File: src/rtl/nnsb_pkg.sv
// shared constants, codes and types for the nearest-neighbor stretch blit
// no dependencies
package nnsb_pkg;

    localparam int COORD_W           = 12;
    localparam int PIXEL_W           = 16;
    localparam int CFG_DATA_W        = 13;
    localparam int CFG_IDX_W         = 3;
    localparam int MAX_DIMENSION_DEF = 4096;

    typedef enum logic [CFG_IDX_W-1:0] {
        CFG_SOURCE_WIDTH  = 3'd0,
        CFG_SOURCE_HEIGHT = 3'd1,
        CFG_DEST_WIDTH    = 3'd2,
        CFG_DEST_HEIGHT   = 3'd3,
        CFG_KEY_ENABLE    = 3'd4
    } t_cfg_reg;

    typedef enum logic [1:0] {
        SEQ_IDLE,
        SEQ_LAUNCH,
        SEQ_WAIT
    } t_seq_state;

    typedef enum logic [1:0] {
        JOB_HSTEP,
        JOB_VSTEP,
        JOB_HNORM,
        JOB_VNORM
    } t_div_job;

    typedef struct packed {
        logic h_load;
        logic v_load;
    } t_norm_ctl;

endpackage

File: src/rtl/nnsb_div.sv
// iterative restoring divider, one quotient bit per cycle
// depends on nnsb_pkg
module nnsb_div
    import nnsb_pkg::*;
#(
    parameter int MAX_DIMENSION = MAX_DIMENSION_DEF
) (
    input  logic                                  i_clk,
    input  logic                                  i_rst_n,
    input  logic                                  i_start,
    input  logic [$clog2(MAX_DIMENSION+1)-1:0]    i_numer,
    input  logic [$clog2(MAX_DIMENSION+1)-1:0]    i_denom,
    output logic [$clog2(MAX_DIMENSION+1)-1:0]    o_quo,
    output logic [$clog2(MAX_DIMENSION+1)-1:0]    o_rem,
    output logic                                  o_done
);

    localparam int ESZ_W = $clog2(MAX_DIMENSION + 1);
    localparam int CW    = $clog2(ESZ_W + 1);

    logic [CW-1:0]    r_cnt;
    logic             r_done;
    logic [ESZ_W-1:0] r_rem;
    logic [ESZ_W-1:0] r_quo;
    logic [ESZ_W:0]   t_shift;
    logic             t_ge;
    logic [ESZ_W-1:0] n_rem;
    logic [ESZ_W-1:0] n_quo;

    always_comb begin
        t_shift = {r_rem, r_quo[ESZ_W-1]};
        t_ge    = t_shift >= {1'b0, i_denom};
        n_rem   = t_ge ? ESZ_W'(t_shift - {1'b0, i_denom}) : t_shift[ESZ_W-1:0];
        n_quo   = {r_quo[ESZ_W-2:0], t_ge};
    end

    always_ff @(posedge i_clk) begin
        if (!i_rst_n) begin
            r_cnt  <= '0;
            r_done <= 1'b0;
        end else begin
            r_done <= 1'b0;
            if (i_start) begin
                r_cnt <= CW'(ESZ_W);
            end else if (r_cnt != '0) begin
                r_cnt <= r_cnt - CW'(1);
                if (r_cnt == CW'(1)) begin
                    r_done <= 1'b1;
                end
            end
        end
    end

    always_ff @(posedge i_clk) begin
        if (i_start) begin
            r_rem <= '0;
            r_quo <= i_numer;
        end else if (r_cnt != '0) begin
            r_rem <= n_rem;
            r_quo <= n_quo;
        end
    end

    assign o_quo  = r_quo;
    assign o_rem  = r_rem;
    assign o_done = r_done;

endmodule

File: src/rtl/nnsb_cfg.sv
// configuration registers and step sequencer; derives whole and fractional
// steps and renormalizes the error accumulators after every write
// depends on nnsb_pkg and nnsb_div
module nnsb_cfg
    import nnsb_pkg::*;
#(
    parameter int MAX_DIMENSION = MAX_DIMENSION_DEF
) (
    input  logic                                  i_clk,
    input  logic                                  i_rst_n,
    input  logic                                  i_cfg_valid,
    output logic                                  o_cfg_ready,
    input  logic [CFG_IDX_W-1:0]                  i_cfg_index,
    input  logic [CFG_DATA_W-1:0]                 i_cfg_data,
    input  logic [$clog2(MAX_DIMENSION)-1:0]      i_herr,
    input  logic [$clog2(MAX_DIMENSION)-1:0]      i_verr,
    output logic                                  o_busy,
    output logic [$clog2(MAX_DIMENSION+1)-1:0]    o_dw,
    output logic [$clog2(MAX_DIMENSION+1)-1:0]    o_dh,
    output logic [COORD_W-1:0]                    o_h_whole,
    output logic [COORD_W-1:0]                    o_v_whole,
    output logic [$clog2(MAX_DIMENSION)-1:0]      o_h_frac,
    output logic [$clog2(MAX_DIMENSION)-1:0]      o_v_frac,
    output logic                                  o_key_enable,
    output t_norm_ctl                             o_norm,
    output logic [COORD_W-1:0]                    o_norm_quo,
    output logic [$clog2(MAX_DIMENSION)-1:0]      o_norm_rem
);

    localparam int ESZ_W = $clog2(MAX_DIMENSION + 1);
    localparam int CNT_W = $clog2(MAX_DIMENSION);

    function automatic logic [ESZ_W-1:0] f_eff(input logic [CFG_DATA_W-1:0] v);
        logic [ESZ_W-1:0] res;
        if (v == '0) begin
            res = ESZ_W'(1);
        end else if (32'(v) > MAX_DIMENSION) begin
            res = ESZ_W'(MAX_DIMENSION);
        end else begin
            res = ESZ_W'(v);
        end
        return res;
    endfunction

    logic [CFG_DATA_W-1:0] r_src_w;
    logic [CFG_DATA_W-1:0] r_src_h;
    logic [CFG_DATA_W-1:0] r_dst_w;
    logic [CFG_DATA_W-1:0] r_dst_h;
    logic                  r_key;
    logic [COORD_W-1:0]    r_h_whole;
    logic [COORD_W-1:0]    r_v_whole;
    logic [CNT_W-1:0]      r_h_frac;
    logic [CNT_W-1:0]      r_v_frac;
    t_seq_state            r_state;
    t_seq_state            n_state;
    t_div_job              r_job;
    t_div_job              n_job;

    logic             cfg_wr;
    logic             div_start;
    logic             div_done;
    logic [ESZ_W-1:0] div_numer;
    logic [ESZ_W-1:0] div_denom;
    logic [ESZ_W-1:0] div_quo;
    logic [ESZ_W-1:0] div_rem;
    logic [ESZ_W-1:0] eff_sw;
    logic [ESZ_W-1:0] eff_sh;
    logic [ESZ_W-1:0] eff_dw;
    logic [ESZ_W-1:0] eff_dh;
    logic             job_end;

    assign eff_sw = f_eff(r_src_w);
    assign eff_sh = f_eff(r_src_h);
    assign eff_dw = f_eff(r_dst_w);
    assign eff_dh = f_eff(r_dst_h);

    assign o_cfg_ready = (r_state == SEQ_IDLE);
    assign cfg_wr      = i_cfg_valid && o_cfg_ready;
    assign job_end     = (r_state == SEQ_WAIT) && div_done;

    always_ff @(posedge i_clk) begin
        if (!i_rst_n) begin
            r_state <= SEQ_IDLE;
            r_job   <= JOB_HSTEP;
        end else begin
            r_state <= n_state;
            r_job   <= n_job;
        end
    end

    always_comb begin
        n_state   = r_state;
        n_job     = r_job;
        div_start = 1'b0;
        o_norm    = '0;
        case (r_job)
            JOB_HSTEP: begin
                div_numer = eff_sw;
                div_denom = eff_dw;
            end
            JOB_VSTEP: begin
                div_numer = eff_sh;
                div_denom = eff_dh;
            end
            JOB_HNORM: begin
                div_numer = ESZ_W'(i_herr);
                div_denom = eff_dw;
            end
            default: begin
                div_numer = ESZ_W'(i_verr);
                div_denom = eff_dh;
            end
        endcase
        case (r_state)
            SEQ_IDLE: begin
                if (cfg_wr) begin
                    n_state = SEQ_LAUNCH;
                    n_job   = JOB_HSTEP;
                end
            end
            SEQ_LAUNCH: begin
                div_start = 1'b1;
                n_state   = SEQ_WAIT;
            end
            SEQ_WAIT: begin
                if (div_done) begin
                    o_norm.h_load = (r_job == JOB_HNORM);
                    o_norm.v_load = (r_job == JOB_VNORM);
                    case (r_job)
                        JOB_HSTEP: begin
                            n_job   = JOB_VSTEP;
                            n_state = SEQ_LAUNCH;
                        end
                        JOB_VSTEP: begin
                            n_job   = JOB_HNORM;
                            n_state = SEQ_LAUNCH;
                        end
                        JOB_HNORM: begin
                            n_job   = JOB_VNORM;
                            n_state = SEQ_LAUNCH;
                        end
                        default: begin
                            n_job   = JOB_HSTEP;
                            n_state = SEQ_IDLE;
                        end
                    endcase
                end
            end
            default: begin
                n_state = SEQ_IDLE;
            end
        endcase
    end

    always_ff @(posedge i_clk) begin
        if (!i_rst_n) begin
            r_src_w   <= CFG_DATA_W'(1);
            r_src_h   <= CFG_DATA_W'(1);
            r_dst_w   <= CFG_DATA_W'(1);
            r_dst_h   <= CFG_DATA_W'(1);
            r_key     <= 1'b0;
            r_h_whole <= COORD_W'(1);
            r_v_whole <= COORD_W'(1);
            r_h_frac  <= '0;
            r_v_frac  <= '0;
        end else begin
            if (cfg_wr) begin
                case (t_cfg_reg'(i_cfg_index))
                    CFG_SOURCE_WIDTH:  r_src_w <= i_cfg_data;
                    CFG_SOURCE_HEIGHT: r_src_h <= i_cfg_data;
                    CFG_DEST_WIDTH:    r_dst_w <= i_cfg_data;
                    CFG_DEST_HEIGHT:   r_dst_h <= i_cfg_data;
                    CFG_KEY_ENABLE:    r_key   <= i_cfg_data[0];
                    default: begin
                    end
                endcase
            end
            if (job_end && r_job == JOB_HSTEP) begin
                r_h_whole <= COORD_W'(div_quo);
                r_h_frac  <= CNT_W'(div_rem);
            end
            if (job_end && r_job == JOB_VSTEP) begin
                r_v_whole <= COORD_W'(div_quo);
                r_v_frac  <= CNT_W'(div_rem);
            end
        end
    end

    nnsb_div #(
        .MAX_DIMENSION(MAX_DIMENSION)
    ) u_div (
        .i_clk   (i_clk),
        .i_rst_n (i_rst_n),
        .i_start (div_start),
        .i_numer (div_numer),
        .i_denom (div_denom),
        .o_quo   (div_quo),
        .o_rem   (div_rem),
        .o_done  (div_done)
    );

    assign o_busy       = (r_state != SEQ_IDLE);
    assign o_dw         = eff_dw;
    assign o_dh         = eff_dh;
    assign o_h_whole    = r_h_whole;
    assign o_v_whole    = r_v_whole;
    assign o_h_frac     = r_h_frac;
    assign o_v_frac     = r_v_frac;
    assign o_key_enable = r_key;
    assign o_norm_quo   = COORD_W'(div_quo);
    assign o_norm_rem   = CNT_W'(div_rem);

endmodule

File: src/rtl/nnsb_walk.sv
// destination walker: position counters, error accumulators and the
// registered result stage
// depends on nnsb_pkg
module nnsb_walk
    import nnsb_pkg::*;
#(
    parameter int MAX_DIMENSION = MAX_DIMENSION_DEF
) (
    input  logic                                  i_clk,
    input  logic                                  i_rst_n,
    input  logic                                  i_busy,
    input  logic [$clog2(MAX_DIMENSION+1)-1:0]    i_dw,
    input  logic [$clog2(MAX_DIMENSION+1)-1:0]    i_dh,
    input  logic [COORD_W-1:0]                    i_h_whole,
    input  logic [COORD_W-1:0]                    i_v_whole,
    input  logic [$clog2(MAX_DIMENSION)-1:0]      i_h_frac,
    input  logic [$clog2(MAX_DIMENSION)-1:0]      i_v_frac,
    input  logic                                  i_key_enable,
    input  t_norm_ctl                             i_norm,
    input  logic [COORD_W-1:0]                    i_norm_quo,
    input  logic [$clog2(MAX_DIMENSION)-1:0]      i_norm_rem,
    output logic [$clog2(MAX_DIMENSION)-1:0]      o_herr,
    output logic [$clog2(MAX_DIMENSION)-1:0]      o_verr,
    input  logic                                  s_axis_tvalid,
    output logic                                  s_axis_tready,
    input  logic [PIXEL_W-1:0]                    s_axis_tdata,
    input  logic                                  s_axis_tuser,
    output logic                                  m_axis_tvalid,
    input  logic                                  m_axis_tready,
    output logic [63:0]                           m_axis_tdata,
    output logic                                  m_axis_tuser,
    output logic                                  m_axis_tlast
);

    localparam int ESZ_W = $clog2(MAX_DIMENSION + 1);
    localparam int CNT_W = $clog2(MAX_DIMENSION);
    localparam int EW    = ESZ_W + 1;

    logic [CNT_W-1:0]   r_col,  n_col,  cur_col;
    logic [CNT_W-1:0]   r_row,  n_row,  cur_row;
    logic [CNT_W-1:0]   r_herr, n_herr, cur_herr;
    logic [CNT_W-1:0]   r_verr, n_verr, cur_verr;
    logic [COORD_W-1:0] r_scol, n_scol, cur_scol;
    logic [COORD_W-1:0] r_srow, n_srow, cur_srow;
    logic [COORD_W-1:0] r_hq,   n_hq,   cur_hq;
    logic [COORD_W-1:0] r_vq,   n_vq,   cur_vq;
    logic               r_valid;

    logic [63:0]        r_data;
    logic               r_we;
    logic               r_last;

    logic               accept;
    logic [EW-1:0]      col_p1;
    logic [EW-1:0]      row_p1;
    logic               last_col;
    logic               last_row;
    logic [EW-1:0]      e_h;
    logic [EW-1:0]      e_v;
    logic               h_carry;
    logic               v_carry;
    logic [COORD_W-1:0] step_scol;
    logic [COORD_W-1:0] step_srow;
    logic               pix_we;

    assign s_axis_tready = !i_busy && (!r_valid || m_axis_tready);
    assign accept        = s_axis_tvalid && s_axis_tready;

    always_comb begin
        cur_col  = s_axis_tuser ? '0 : r_col;
        cur_row  = s_axis_tuser ? '0 : r_row;
        cur_herr = s_axis_tuser ? '0 : r_herr;
        cur_verr = s_axis_tuser ? '0 : r_verr;
        cur_scol = s_axis_tuser ? '0 : r_scol;
        cur_srow = s_axis_tuser ? '0 : r_srow;
        cur_hq   = s_axis_tuser ? '0 : r_hq;
        cur_vq   = s_axis_tuser ? '0 : r_vq;

        col_p1   = EW'(cur_col) + EW'(1);
        row_p1   = EW'(cur_row) + EW'(1);
        last_col = col_p1 >= EW'(i_dw);
        last_row = row_p1 >= EW'(i_dh);

        e_h       = EW'(cur_herr) + EW'(i_h_frac);
        e_v       = EW'(cur_verr) + EW'(i_v_frac);
        h_carry   = e_h >= EW'(i_dw);
        v_carry   = e_v >= EW'(i_dh);
        step_scol = cur_scol + i_h_whole + cur_hq + COORD_W'(h_carry);
        step_srow = cur_srow + i_v_whole + cur_vq + COORD_W'(v_carry);
        pix_we    = !(i_key_enable && s_axis_tdata == '0);

        n_col  = r_col;
        n_row  = r_row;
        n_herr = r_herr;
        n_verr = r_verr;
        n_scol = r_scol;
        n_srow = r_srow;
        n_hq   = r_hq;
        n_vq   = r_vq;

        if (accept) begin
            n_row  = cur_row;
            n_verr = cur_verr;
            n_srow = cur_srow;
            n_vq   = cur_vq;
            if (!last_col) begin
                n_col  = CNT_W'(col_p1);
                n_herr = CNT_W'(h_carry ? e_h - EW'(i_dw) : e_h);
                n_scol = step_scol;
                n_hq   = '0;
            end else begin
                n_col  = '0;
                n_herr = '0;
                n_scol = '0;
                n_hq   = '0;
                if (!last_row) begin
                    n_row  = CNT_W'(row_p1);
                    n_verr = CNT_W'(v_carry ? e_v - EW'(i_dh) : e_v);
                    n_srow = step_srow;
                    n_vq   = '0;
                end else begin
                    n_row  = '0;
                    n_verr = '0;
                    n_srow = '0;
                    n_vq   = '0;
                end
            end
        end else begin
            if (i_norm.h_load) begin
                n_herr = i_norm_rem;
                n_hq   = r_hq + i_norm_quo;
            end
            if (i_norm.v_load) begin
                n_verr = i_norm_rem;
                n_vq   = r_vq + i_norm_quo;
            end
        end
    end

    always_ff @(posedge i_clk) begin
        if (!i_rst_n) begin
            r_col   <= '0;
            r_row   <= '0;
            r_herr  <= '0;
            r_verr  <= '0;
            r_scol  <= '0;
            r_srow  <= '0;
            r_hq    <= '0;
            r_vq    <= '0;
            r_valid <= 1'b0;
        end else begin
            r_col  <= n_col;
            r_row  <= n_row;
            r_herr <= n_herr;
            r_verr <= n_verr;
            r_scol <= n_scol;
            r_srow <= n_srow;
            r_hq   <= n_hq;
            r_vq   <= n_vq;
            if (accept) begin
                r_valid <= 1'b1;
            end else if (m_axis_tready) begin
                r_valid <= 1'b0;
            end
        end
    end

    always_ff @(posedge i_clk) begin
        if (accept) begin
            r_data <= {n_srow, n_scol, s_axis_tdata,
                       COORD_W'(cur_row), COORD_W'(cur_col)};
            r_we   <= pix_we;
            r_last <= last_col && last_row;
        end
    end

    assign o_herr        = r_herr;
    assign o_verr        = r_verr;
    assign m_axis_tvalid = r_valid;
    assign m_axis_tdata  = r_data;
    assign m_axis_tuser  = r_we;
    assign m_axis_tlast  = r_last;

endmodule

File: src/rtl/nearest_neighbor_stretch_blit.sv
// Nearest-neighbor stretch blit for 16-bit pixels, walking the destination
// rectangle in row order. Each input transaction carries the source pixel
// named by the previous result's fetch coordinate; each output transaction
// carries one destination pixel with its position, write enable and the next
// fetch coordinate. Throughput is one pixel per clock while the output is not
// stalled and no recompute runs; the result is registered and appears in the
// cycle after its input is taken, and input ready follows the output register.
// A configuration write starts a recompute on one shared bit-serial divider:
// four divisions (two step ratios, two accumulator renormalizations), during
// which neither input pixels nor further configuration writes are taken.
// depends on nnsb_pkg, nnsb_cfg, nnsb_walk
module nearest_neighbor_stretch_blit
    import nnsb_pkg::*;
#(
    parameter int MAX_DIMENSION = MAX_DIMENSION_DEF
) (
    input  logic                   i_clk,
    input  logic                   i_rst_n,
    input  logic                   i_cfg_valid,
    output logic                   o_cfg_ready,
    input  logic [CFG_IDX_W-1:0]   i_cfg_index,
    input  logic [CFG_DATA_W-1:0]  i_cfg_data,
    input  logic                   s_axis_tvalid,
    output logic                   s_axis_tready,
    input  logic [PIXEL_W-1:0]     s_axis_tdata,   // pixel_in
    input  logic                   s_axis_tuser,   // frame_start
    output logic                   m_axis_tvalid,
    input  logic                   m_axis_tready,
    // dest_x, dest_y, pixel_out, fetch_x, fetch_y
    output logic [63:0]            m_axis_tdata,
    output logic                   m_axis_tuser,   // write_enable
    output logic                   m_axis_tlast
);

    localparam int ESZ_W = $clog2(MAX_DIMENSION + 1);
    localparam int CNT_W = $clog2(MAX_DIMENSION);

    logic               busy;
    logic [ESZ_W-1:0]   dw;
    logic [ESZ_W-1:0]   dh;
    logic [COORD_W-1:0] h_whole;
    logic [COORD_W-1:0] v_whole;
    logic [CNT_W-1:0]   h_frac;
    logic [CNT_W-1:0]   v_frac;
    logic               key_enable;
    t_norm_ctl          norm;
    logic [COORD_W-1:0] norm_quo;
    logic [CNT_W-1:0]   norm_rem;
    logic [CNT_W-1:0]   herr;
    logic [CNT_W-1:0]   verr;

    nnsb_cfg #(
        .MAX_DIMENSION(MAX_DIMENSION)
    ) u_cfg (
        .i_clk        (i_clk),
        .i_rst_n      (i_rst_n),
        .i_cfg_valid  (i_cfg_valid),
        .o_cfg_ready  (o_cfg_ready),
        .i_cfg_index  (i_cfg_index),
        .i_cfg_data   (i_cfg_data),
        .i_herr       (herr),
        .i_verr       (verr),
        .o_busy       (busy),
        .o_dw         (dw),
        .o_dh         (dh),
        .o_h_whole    (h_whole),
        .o_v_whole    (v_whole),
        .o_h_frac     (h_frac),
        .o_v_frac     (v_frac),
        .o_key_enable (key_enable),
        .o_norm       (norm),
        .o_norm_quo   (norm_quo),
        .o_norm_rem   (norm_rem)
    );

    nnsb_walk #(
        .MAX_DIMENSION(MAX_DIMENSION)
    ) u_walk (
        .i_clk         (i_clk),
        .i_rst_n       (i_rst_n),
        .i_busy        (busy),
        .i_dw          (dw),
        .i_dh          (dh),
        .i_h_whole     (h_whole),
        .i_v_whole     (v_whole),
        .i_h_frac      (h_frac),
        .i_v_frac      (v_frac),
        .i_key_enable  (key_enable),
        .i_norm        (norm),
        .i_norm_quo    (norm_quo),
        .i_norm_rem    (norm_rem),
        .o_herr        (herr),
        .o_verr        (verr),
        .s_axis_tvalid (s_axis_tvalid),
        .s_axis_tready (s_axis_tready),
        .s_axis_tdata  (s_axis_tdata),
        .s_axis_tuser  (s_axis_tuser),
        .m_axis_tvalid (m_axis_tvalid),
        .m_axis_tready (m_axis_tready),
        .m_axis_tdata  (m_axis_tdata),
        .m_axis_tuser  (m_axis_tuser),
        .m_axis_tlast  (m_axis_tlast)
    );

endmodule

File: config.mk
export PLATFORM = sky130hd
export DESIGN_NAME = nearest_neighbor_stretch_blit
export DESIGN_NICKNAME = d
export VERILOG_FILES = /design/src/rtl/nnsb_pkg.sv /design/src/rtl/nnsb_div.sv /design/src/rtl/nnsb_cfg.sv /design/src/rtl/nnsb_walk.sv /design/src/rtl/nearest_neighbor_stretch_blit.sv
export SDC_FILE = /design/constraint.sdc
export NUM_CORES = 1
export LEC_CHECK = 0
export BUFFER_PORTS_ARGS = -buffer_cell sky130_fd_sc_hd__buf_2
export CORE_ASPECT_RATIO = 1.5
export CORE_UTILIZATION = 30
export CTS_BUF_LIST = sky130_fd_sc_hd__clkbuf_4 sky130_fd_sc_hd__clkbuf_8 sky130_fd_sc_hd__clkbuf_16
export DETAILED_ROUTE_END_ITERATION = 16
export PLACE_DENSITY = 0.55
export SLEW_MARGIN = 5
export SYNTH_ARGS = -nofsm -noshare
export SYNTH_HDL_FRONTEND = slang
export SYNTH_SLANG_ARGS = --single-unit
File: constraint.sdc
create_clock -name i_clk -period 10.64 [get_ports i_clk]
set_input_delay 1.064 -clock i_clk [delete_from_list [all_inputs] [get_ports i_clk]]
set_output_delay 1.064 -clock i_clk [all_outputs]
set_load 0.005 [all_outputs]
==> report_table.html, run 1 <==
<table>
<tr><th>Metric</th><th>Value</th></tr>
<tr><th colspan="2">Timing</th></tr>
<tr><td>Max_slew headroom</td><td>23.9%</td></tr>
<tr><td>Final Skew</td><td>0.0225 ns</td></tr>
<tr><td>Worst hold slack</td><td>0.463 ns</td></tr>
<tr><td>Final setup violating endpoints</td><td>0</td></tr>
<tr><td>Unrepaired setup endpoints after global routing</td><td>no</td></tr>
<tr><td>Final Max Tran Viols</td><td>0</td></tr>
<tr><td>Fin Setup TNS</td><td>0 ns</td></tr>
<tr><td>Fin crit share</td><td>71.7%</td></tr>
<tr><td>Total count of hold-check failures in the final report</td><td>0</td></tr>
<tr><td>Slew at the pin closest to its max-slew limit</td><td>1.14 ns</td></tr>
<tr><td>Final Critical Period</td><td>7.63 ns</td></tr>
<tr><td>Highest Clock Rate</td><td>131 MHz</td></tr>
<tr><th colspan="2">Floorplanning</th></tr>
<tr><td>Site Rows</td><td>110</td></tr>
<tr><td>Die Span X</td><td>203 µm</td></tr>
<tr><td>Area enclosed by the die boundary</td><td>0.0617 mm²</td></tr>
<tr><td>Die outline height</td><td>304 µm</td></tr>
<tr><td>Total I/O pin count</td><td>107</td></tr>
<tr><td>Starting utilization of the core area</td><td>30.3%</td></tr>
<tr><td>CORE AREA</td><td>0.0600 mm²</td></tr>
<tr><th colspan="2">Worst hold path</th></tr>
<tr><td>Worst hold path cell count</td><td>2</td></tr>
<tr><td>Min-delay worst type</td><td>reg2reg</td></tr>
<tr><th colspan="2">Outcome</th></tr>
<tr><td>Run status</td><td>finished clean</td></tr>
<tr><th colspan="2">Global routing</th></tr>
<tr><td>Met3 track demand over resource in global routing</td><td>2.23%</td></tr>
<tr><td>Remaining global-route overflow</td><td>0</td></tr>
<tr><td>Peak-usage layer in the global routing report</td><td>met2</td></tr>
<tr><td>Global-route wire length before repair</td><td>89,400 µm</td></tr>
<tr><td>Largest net degree at the start of global routing</td><td>83</td></tr>
<tr><td>GRT met2 Usage</td><td>34.1%</td></tr>
<tr><td>Met1 usage in global routing</td><td>20.4%</td></tr>
<tr><td>Overall Global Routing Usage</td><td>18.6%</td></tr>
<tr><td>Initial antenna violation count</td><td>0</td></tr>
<tr><td>Number of global-route vias before repair</td><td>15.5k</td></tr>
<tr><th colspan="2">CTS</th></tr>
<tr><td>Clock-pin slew on the worst setup and hold paths</td><td>0.07 ns</td></tr>
<tr><td>Post-cts resize count</td><td>0</td></tr>
<tr><td>Clock insertion delay at the later pin of the skew report</td><td>0.60 ns</td></tr>
<tr><td>Clock root buffer</td><td>clkbuf_16</td></tr>
<tr><td>Number of buffers created by CTS</td><td>30</td></tr>
<tr><td>Htree depth</td><td>1</td></tr>
<tr><td>Number of buffers between clock root and the deepest sink</td><td>3</td></tr>
<tr><td>Clock tree from TritonCTS</td><td>built</td></tr>
<tr><td>Post-cts hold buffer count</td><td>0</td></tr>
<tr><td>Post-CTS Setup Inserts</td><td>0</td></tr>
<tr><td>Number of sinks on the clock net</td><td>299</td></tr>
<tr><th colspan="2">Synth</th></tr>
<tr><td>Yosys Warn Count</td><td>0</td></tr>
<tr><td>Largest cells by area after synthesis</td><td>dfxtp_1 (24%), edfxtp_1 (13%), ha_1 (9.7%), nand2_1 (6.4%), a21oi_1 (4.8%)</td></tr>
<tr><td>Number of synthesized flops with an enable pin</td><td>79</td></tr>
<tr><td>Cell type contributing the most total cell area after synthesis</td><td>dfxtp_1</td></tr>
<tr><td>Share of flip-flops with an asynchronous set or reset</td><td>0%</td></tr>
<tr><td>Post-synthesis area per instance</td><td>8.73 µm²</td></tr>
<tr><td>Post-Synthesis Cell Area</td><td>0.0182 mm²</td></tr>
<tr><td>Count of cell types in the netlist</td><td>75</td></tr>
<tr><td>Leading register cell type out of synthesis</td><td>dfxtp_1</td></tr>
<tr><td>Sequential cell area fraction in the yosys report</td><td>37.2%</td></tr>
<tr><td>Synthesized instance count</td><td>2,086</td></tr>
<tr><td>Total nets after synthesis</td><td>2,296</td></tr>
<tr><td>Top cell type's share of synthesized area</td><td>24.2%</td></tr>
<tr><td>Synth Register Bits</td><td>299</td></tr>
<tr><th colspan="2">Critical path</th></tr>
<tr><td>Bufs and invs on worst path</td><td>4</td></tr>
<tr><td>Category of cells accounting for the largest share of critical-path delay</td><td>compound AO/OA/AOI/OAI gates</td></tr>
<tr><td>Critical path fanouts, max</td><td>80</td></tr>
<tr><td>Worst path arrival time</td><td>7.98 ns</td></tr>
<tr><td>Number of cells traversed by the worst register-to-register path</td><td>28</td></tr>
<tr><td>Cell count along the critical path</td><td>27</td></tr>
<tr><td>Worst Path Required</td><td>10.99 ns</td></tr>
<tr><td>Max stage delay cell, worst path</td><td>buf_4</td></tr>
<tr><td>Nature of the critical path endpoint</td><td>flop</td></tr>
<tr><td>Worst setup path category</td><td>in2reg</td></tr>
<tr><td>Largest stage delay, worst path</td><td>0.75 ns</td></tr>
<tr><td>Category of the worst setup path launch point</td><td>primary input</td></tr>
<tr><th colspan="2">Detailed routing</th></tr>
<tr><td>Count of vias placed by the detailed router</td><td>15.5k</td></tr>
<tr><td>DRC violation count after routing</td><td>0</td></tr>
<tr><td>DR vias/cell</td><td>5.26</td></tr>
<tr><td>WL per Instance</td><td>19.6 µm</td></tr>
<tr><td>Total Routed Length</td><td>57,700 µm</td></tr>
<tr><td>Drt pass-1 iters</td><td>7</td></tr>
<tr><td>Antenna viol nets, final</td><td>0</td></tr>
<tr><td>Initial drt markers</td><td>1,075</td></tr>
<tr><th colspan="2">Cells and area</th></tr>
<tr><td>Final net count</td><td>2,353</td></tr>
<tr><td>Most common library cell in the layout ignoring fill and taps</td><td>nand2_1</td></tr>
<tr><td>Antenna diode count</td><td>0</td></tr>
<tr><td>Relative area change from synthesis to final layout</td><td>12.9%</td></tr>
<tr><td>Util after Layout</td><td>34.2%</td></tr>
<tr><td>Top library cells by usage in the layout, fill and taps aside</td><td>nand2_1 (311), dfxtp_1 (220), a21oi_1 (176)</td></tr>
<tr><td>Share of final-layout standard cells stronger than drive strength 1</td><td>9.64%</td></tr>
<tr><th colspan="2">Pwr</th></tr>
<tr><td>Power consumption</td><td>0.00357 W</td></tr>
<tr><td>Power per cell area</td><td>174 mW/mm²</td></tr>
<tr><td>P_leak</td><td>8.28 nW</td></tr>
<tr><td>Worst IR drop on VDD</td><td>115 µV</td></tr>
<tr><th colspan="2">Placed design</th></tr>
<tr><td>Routability cong.</td><td>0.947</td></tr>
<tr><td>Number of I/O port buffers</td><td>106</td></tr>
<tr><td>DP Wirelength</td><td>43,600 µm</td></tr>
<tr><th colspan="2">Run</th></tr>
<tr><td>Max-capacitance violation count</td><td>0</td></tr>
</table>
metrics by stage:
step / worst slack [ns] / instance area (µm²) / cells
5_1_grt: 2.47 / 20600 / 2951
6_report: 3.01 / 20600 / 2951
4_1_cts: 3.07 / 20600 / 2951
3_3_place_gp: 2.56 / 19400 / 2895
3_5_place_dp: 2.42 / 19400 / 2895
2_1_floorplan: 2.55 / 18200 / 2086
flip-flops by register name, indices dropped and copies added (netlist names), 13 cells and up:
register,flops
u_cfg.r_dst_w,13
u_cfg.r_src_w,13
u_cfg.r_src_h,13
u_cfg.u_div.o_rem,13
u_walk.m_axis_tdata,64
u_cfg.u_div.o_quo,13
u_cfg.r_dst_h,13
synthesized netlist by cell type (16+ instances only):
library cell	number
or3_1	18
a21oi_1	176
nand3_1	43
xnor2_1	67
a22o_1	26
nand2_1	311
ha_1	141
nor2b_1	108
mux2i_1	41
o21a_1	17
o21ai_0	84
a31oi_1	26
xor2_1	27
and3_1	28
clkbuf_1	77
o22ai_1	16
a21o_1	34
nor2_1	150
nand4_1	17
dfxtp_1	220
and2_1	30
inv_1	60
nor3_1	55
edfxtp_1	79
a221oi_1	18
nand2b_1	16
fa_1	31
metal layers:
layer | wire length [µm] | up-vias
li1 | - | 7538
met1 | 22500 | 7461
met2 | 29400 | 390
met3 | 2350 | 137
met4 | 3470 | 0
met5 | 0 | -
worst register-to-register path: cells and delay by family, from the launching register on:
kind,cells,cell delay [ns]
xor+xnor,2,0.24
buf+inv,3,0.39
fa+ha+maj,6,2.13
simple gates,4,0.91
flops,1,0.31
compound gates,13,2.83
path summary, 6_finish.rpt:
check / from / end / slack, ns
worst max-delay path: s_axis_tuser / u_walk.m_axis_tdata[62]$_DFFE_PP_ / 3.01
worst min-delay path: u_cfg.o_v_frac[7]$_SDFFE_PN0P_ / u_cfg.o_v_frac[7]$_SDFFE_PN0P_ / 0.46
worst max register to register: u_walk.o_verr[0]$_SDFFE_PN0P_ / u_walk.m_axis_tdata[62]$_DFFE_PP_ / 3.59
worst min register to register: u_cfg.o_v_frac[7]$_SDFFE_PN0P_ / u_cfg.o_v_frac[7]$_SDFFE_PN0P_ / 0.46
power by group:
group          switching [W]  leakage, nW  internal, W
sequential          0.000191         2.56      0.00128
combinational       0.000539         5.16     0.000348
clock               0.000487        0.564     0.000723
cells by family (layout without fill, tap and decap cells):
| group | count (synthesis) | in the layout | share of synthesized area, % |
|---|---|---|---|
| mux | 44 | 44 | 2.44 |
| fa+ha+maj | 172 | 172 | 13.1 |
| xor+xnor | 94 | 94 | 4.52 |
| flops | 299 | 299 | 37.2 |
| buf+inv | 158 | 239 | 3.62 |
| compound gates | 500 | 500 | 17.7 |
| simple gates | 819 | 819 | 21.4 |
layout make-up:
class / count / area (µm²)
Fill cell: 6254 / 39500
Multi-Input combinational cell: 1629 / 10800
Sequential cell: 299 / 6780
Tap cell: 784 / 981
Clock buffer: 47 / 968
Timing Repair Buffer: 122 / 653
Inverter: 61 / 234
Clock inverter: 9 / 154
(Power assumes the default switching activity.)
==> run 2: changes to the inputs <==
==> constraint.sdc (replaced) <==
create_clock -name i_clk -period 7.9 [get_ports i_clk]
set_input_delay 0.79 -clock i_clk [delete_from_list [all_inputs] [get_ports i_clk]]
set_output_delay 0.79 -clock i_clk [all_outputs]
set_load 0.005 [all_outputs]
==> report_table.html, run 2 (synthesis gave the netlist of run 1 again) <==
<table>
<tr><th>Metric</th><th>Value</th></tr>
<tr><th colspan="2">Detailed routing</th></tr>
<tr><td>Antenna viol nets, final</td><td>0 (unchanged)</td></tr>
<tr><td>Total Routed Length</td><td>57,000 µm (-1.3%)</td></tr>
<tr><td>DRC violation count after routing</td><td>0 (unchanged)</td></tr>
<tr><td>WL per Instance</td><td>19.3 µm (-1.3%)</td></tr>
<tr><td>Initial drt markers</td><td>988 (-8.1%)</td></tr>
<tr><td>DR vias/cell</td><td>5.29 (+0.58%)</td></tr>
<tr><td>Count of vias placed by the detailed router</td><td>15.6k (+0.61%)</td></tr>
<tr><td>Drt pass-1 iters</td><td>8 (+1)</td></tr>
<tr><th colspan="2">Floorplanning</th></tr>
<tr><td>Total I/O pin count</td><td>107 (unchanged)</td></tr>
<tr><td>Starting utilization of the core area</td><td>30.3% (unchanged)</td></tr>
<tr><td>CORE AREA</td><td>0.0600 mm² (unchanged)</td></tr>
<tr><td>Die Span X</td><td>203 µm (unchanged)</td></tr>
<tr><td>Area enclosed by the die boundary</td><td>0.0617 mm² (unchanged)</td></tr>
<tr><td>Die outline height</td><td>304 µm (unchanged)</td></tr>
<tr><td>Site Rows</td><td>110 (unchanged)</td></tr>
<tr><th colspan="2">Timing</th></tr>
<tr><td>Max_slew headroom</td><td>19.9% (-3.9 points)</td></tr>
<tr><td>Fin crit share</td><td>83.4%</td></tr>
<tr><td>Highest Clock Rate</td><td>152 MHz</td></tr>
<tr><td>Final Skew</td><td>0.0144 ns (-0.00807 ns)</td></tr>
<tr><td>Final Max Tran Viols</td><td>0 (unchanged)</td></tr>
<tr><td>Slew at the pin closest to its max-slew limit</td><td>1.20 ns (+0.0586 ns)</td></tr>
<tr><td>Worst hold slack</td><td>0.386 ns (-0.0767 ns)</td></tr>
<tr><td>Unrepaired setup endpoints after global routing</td><td>no</td></tr>
<tr><td>Total count of hold-check failures in the final report</td><td>0 (unchanged)</td></tr>
<tr><td>Setup slack of the critical path after layout</td><td>1.31 ns (-1.71 ns)</td></tr>
<tr><td>Final Critical Period</td><td>6.59 ns</td></tr>
<tr><td>Fin Setup TNS</td><td>0 ns (unchanged)</td></tr>
<tr><td>Final setup violating endpoints</td><td>0 (unchanged)</td></tr>
<tr><th colspan="2">Global routing</th></tr>
<tr><td>Overall Global Routing Usage</td><td>18.1% (-0.45 points)</td></tr>
<tr><td>GRT met2 Usage</td><td>32.8% (-1.3 points)</td></tr>
<tr><td>Global-route wire length before repair</td><td>87,500 µm (-2.1%)</td></tr>
<tr><td>Largest net degree at the start of global routing</td><td>62 (-25%)</td></tr>
<tr><td>Peak-usage layer in the global routing report</td><td>met2</td></tr>
<tr><td>Met1 usage in global routing</td><td>19.5% (-0.86 points)</td></tr>
<tr><td>Remaining global-route overflow</td><td>0 (unchanged)</td></tr>
<tr><td>Number of global-route vias before repair</td><td>15.4k (-0.62%)</td></tr>
<tr><td>Met3 track demand over resource in global routing</td><td>1.99% (-0.24 points)</td></tr>
<tr><td>Initial antenna violation count</td><td>0 (unchanged)</td></tr>
<tr><th colspan="2">CTS</th></tr>
<tr><td>Clock insertion delay at the later pin of the skew report</td><td>0.60 ns (about the same)</td></tr>
<tr><td>Clock-pin slew on the worst setup and hold paths</td><td>0.06 ns (about the same)</td></tr>
<tr><td>Number of buffers between clock root and the deepest sink</td><td>3 (unchanged)</td></tr>
<tr><td>Htree depth</td><td>1 (unchanged)</td></tr>
<tr><td>Clock root buffer</td><td>clkbuf_16</td></tr>
<tr><td>Post-cts resize count</td><td>0 (unchanged)</td></tr>
<tr><td>Post-CTS Setup Inserts</td><td>0 (unchanged)</td></tr>
<tr><td>Clock tree from TritonCTS</td><td>built</td></tr>
<tr><td>Post-cts hold buffer count</td><td>0 (unchanged)</td></tr>
<tr><td>Number of sinks on the clock net</td><td>299 (unchanged)</td></tr>
<tr><td>Number of buffers created by CTS</td><td>31 (+3.3%)</td></tr>
<tr><th colspan="2">Cells and area</th></tr>
<tr><td>Share of final-layout standard cells stronger than drive strength 1</td><td>9.69% (+0.042 points)</td></tr>
<tr><td>Relative area change from synthesis to final layout</td><td>12.7%</td></tr>
<tr><td>Top library cells by usage in the layout, fill and taps aside</td><td>nand2_1 (311), dfxtp_1 (220), a21oi_1 (176)</td></tr>
<tr><td>Most common library cell in the layout ignoring fill and taps</td><td>nand2_1</td></tr>
<tr><td>Number of flip-flops under the largest register name</td><td>64 (unchanged)</td></tr>
<tr><td>Layout fillers</td><td>6,275 (+0.34%)</td></tr>
<tr><td>Final net count</td><td>2,353 (unchanged)</td></tr>
<tr><td>Antenna diode count</td><td>0 (unchanged)</td></tr>
<tr><th colspan="2">Critical path</th></tr>
<tr><td>Max stage delay cell, worst path</td><td>a2111o_1</td></tr>
<tr><td>Worst setup path category</td><td>in2reg</td></tr>
<tr><td>Nature of the critical path endpoint</td><td>flop</td></tr>
<tr><td>Worst path arrival time</td><td>6.94 ns (-1.04 ns)</td></tr>
<tr><td>Most frequent cell on the critical path</td><td>a21oi_1</td></tr>
<tr><td>Largest stage delay, worst path</td><td>0.46 ns (-0.29 ns)</td></tr>
<tr><td>Worst Path Required</td><td>8.25 ns (-2.74 ns)</td></tr>
<tr><td>Critical path fanouts, max</td><td>22 (-73%)</td></tr>
<tr><td>Category of the worst setup path launch point</td><td>primary input</td></tr>
<tr><th colspan="2">Run</th></tr>
<tr><td>Max-capacitance violation count</td><td>0 (unchanged)</td></tr>
<tr><th colspan="2">Placed design</th></tr>
<tr><td>DP Wirelength</td><td>43,100 µm (-1.3%)</td></tr>
<tr><td>Routability cong.</td><td>0.915 (-3.4%)</td></tr>
<tr><td>Number of I/O port buffers</td><td>106 (unchanged)</td></tr>
<tr><td>Setup slack at placement</td><td>0.714 ns (-1.70 ns)</td></tr>
<tr><th colspan="2">Pwr</th></tr>
<tr><td>P_leak</td><td>8.26 nW (-0.22%)</td></tr>
<tr><td>Power per cell area</td><td>231 mW/mm² (+33%)</td></tr>
<tr><td>Worst IR drop on VDD</td><td>160 µV (+39%)</td></tr>
<tr><th colspan="2">Outcome</th></tr>
<tr><td>Run status</td><td>finished clean</td></tr>
<tr><th colspan="2">Worst hold path</th></tr>
<tr><td>Min-delay worst type</td><td>in2reg</td></tr>
</table>
==> run 2: changes by cell type in the layout (fill, tap and decap cells not counted), sizes merged <==
cell,delta
inv,+4
bufinv,-3
buf,-1
clkinvlp,+1
==> run 2: path summary, 6_finish.rpt <==
| kind | cells past startpoint | start | slack (ns) | endpoint |
|---|---|---|---|---|
| setup / recovery | 29 | s_axis_tuser | 1.31 | u_walk.m_axis_tdata[62]$_DFFE_PP_ |
| hold / removal | 1 | s_axis_tdata[1] | 0.39 | u_walk.m_axis_tdata[25]$_DFFE_PP_ |
| setup reg to reg | 29 | u_walk.o_herr[0]$_SDFFE_PN0P_ | 1.32 | u_walk.m_axis_tdata[50]$_DFFE_PP_ |
| hold reg to reg | 2 | u_cfg.o_v_frac[9]$_SDFFE_PN0P_ | 0.46 | u_cfg.o_v_frac[9]$_SDFFE_PN0P_ |
==> run 2: where the power goes <==
part           switching (W)  total (W)  internal (W)
registers           0.000265    0.00199       0.00172
logic               0.000705    0.00117      0.000467
clock network       0.000666    0.00157      0.000903
total                0.00164    0.00473       0.00309
==> run 2: critical path: cells and delay by family <==
family	cells	cell delay, ns
XOR/XNOR	2	0.30
buffers and inverters	4	0.44
AO/OA/AOI/OAI	15	3.32
adder cells (fa/ha/maj)	6	1.73
AND/OR/NAND/NOR	2	0.34
==> run 2: stage by stage <==
| step | utilization [%] | total power (W) | instance area (µm²) | instances |
|---|---|---|---|---|
| floorplan | - | 0.00276 | 18200 | 2086 |
| global placement | 32.4 | 0.00317 | 19400 | 2894 |
| detailed placement | 32.4 | 0.00319 | 19400 | 2894 |
| CTS | 34.2 | 0.00477 | 20500 | 2952 |
| global route | 34.2 | 0.00498 | 20500 | 2952 |
| finish | 34.2 | 0.00473 | 20500 | 2952 |
==> run 2: final cells by class <==
class,count,area [µm²],area share (%)
multi-input cells,1629,10800,52.6
inverters,61,234,1.14
clock inverters,11,97.6,0.476
flip-flops and latches,299,6780,33.0
clock buffers,47,992,4.84
well taps,784,981,4.78
repair buffers,121,646,3.15
==> run 2: routing by layer <==
layer | up-vias | share of wire [%]
li1 | 7544 | -
met1 | 7465 | 38
met2 | 445 | 50
met3 | 167 | 4.1
met4 | 0 | 7.5
met5 | - | 0
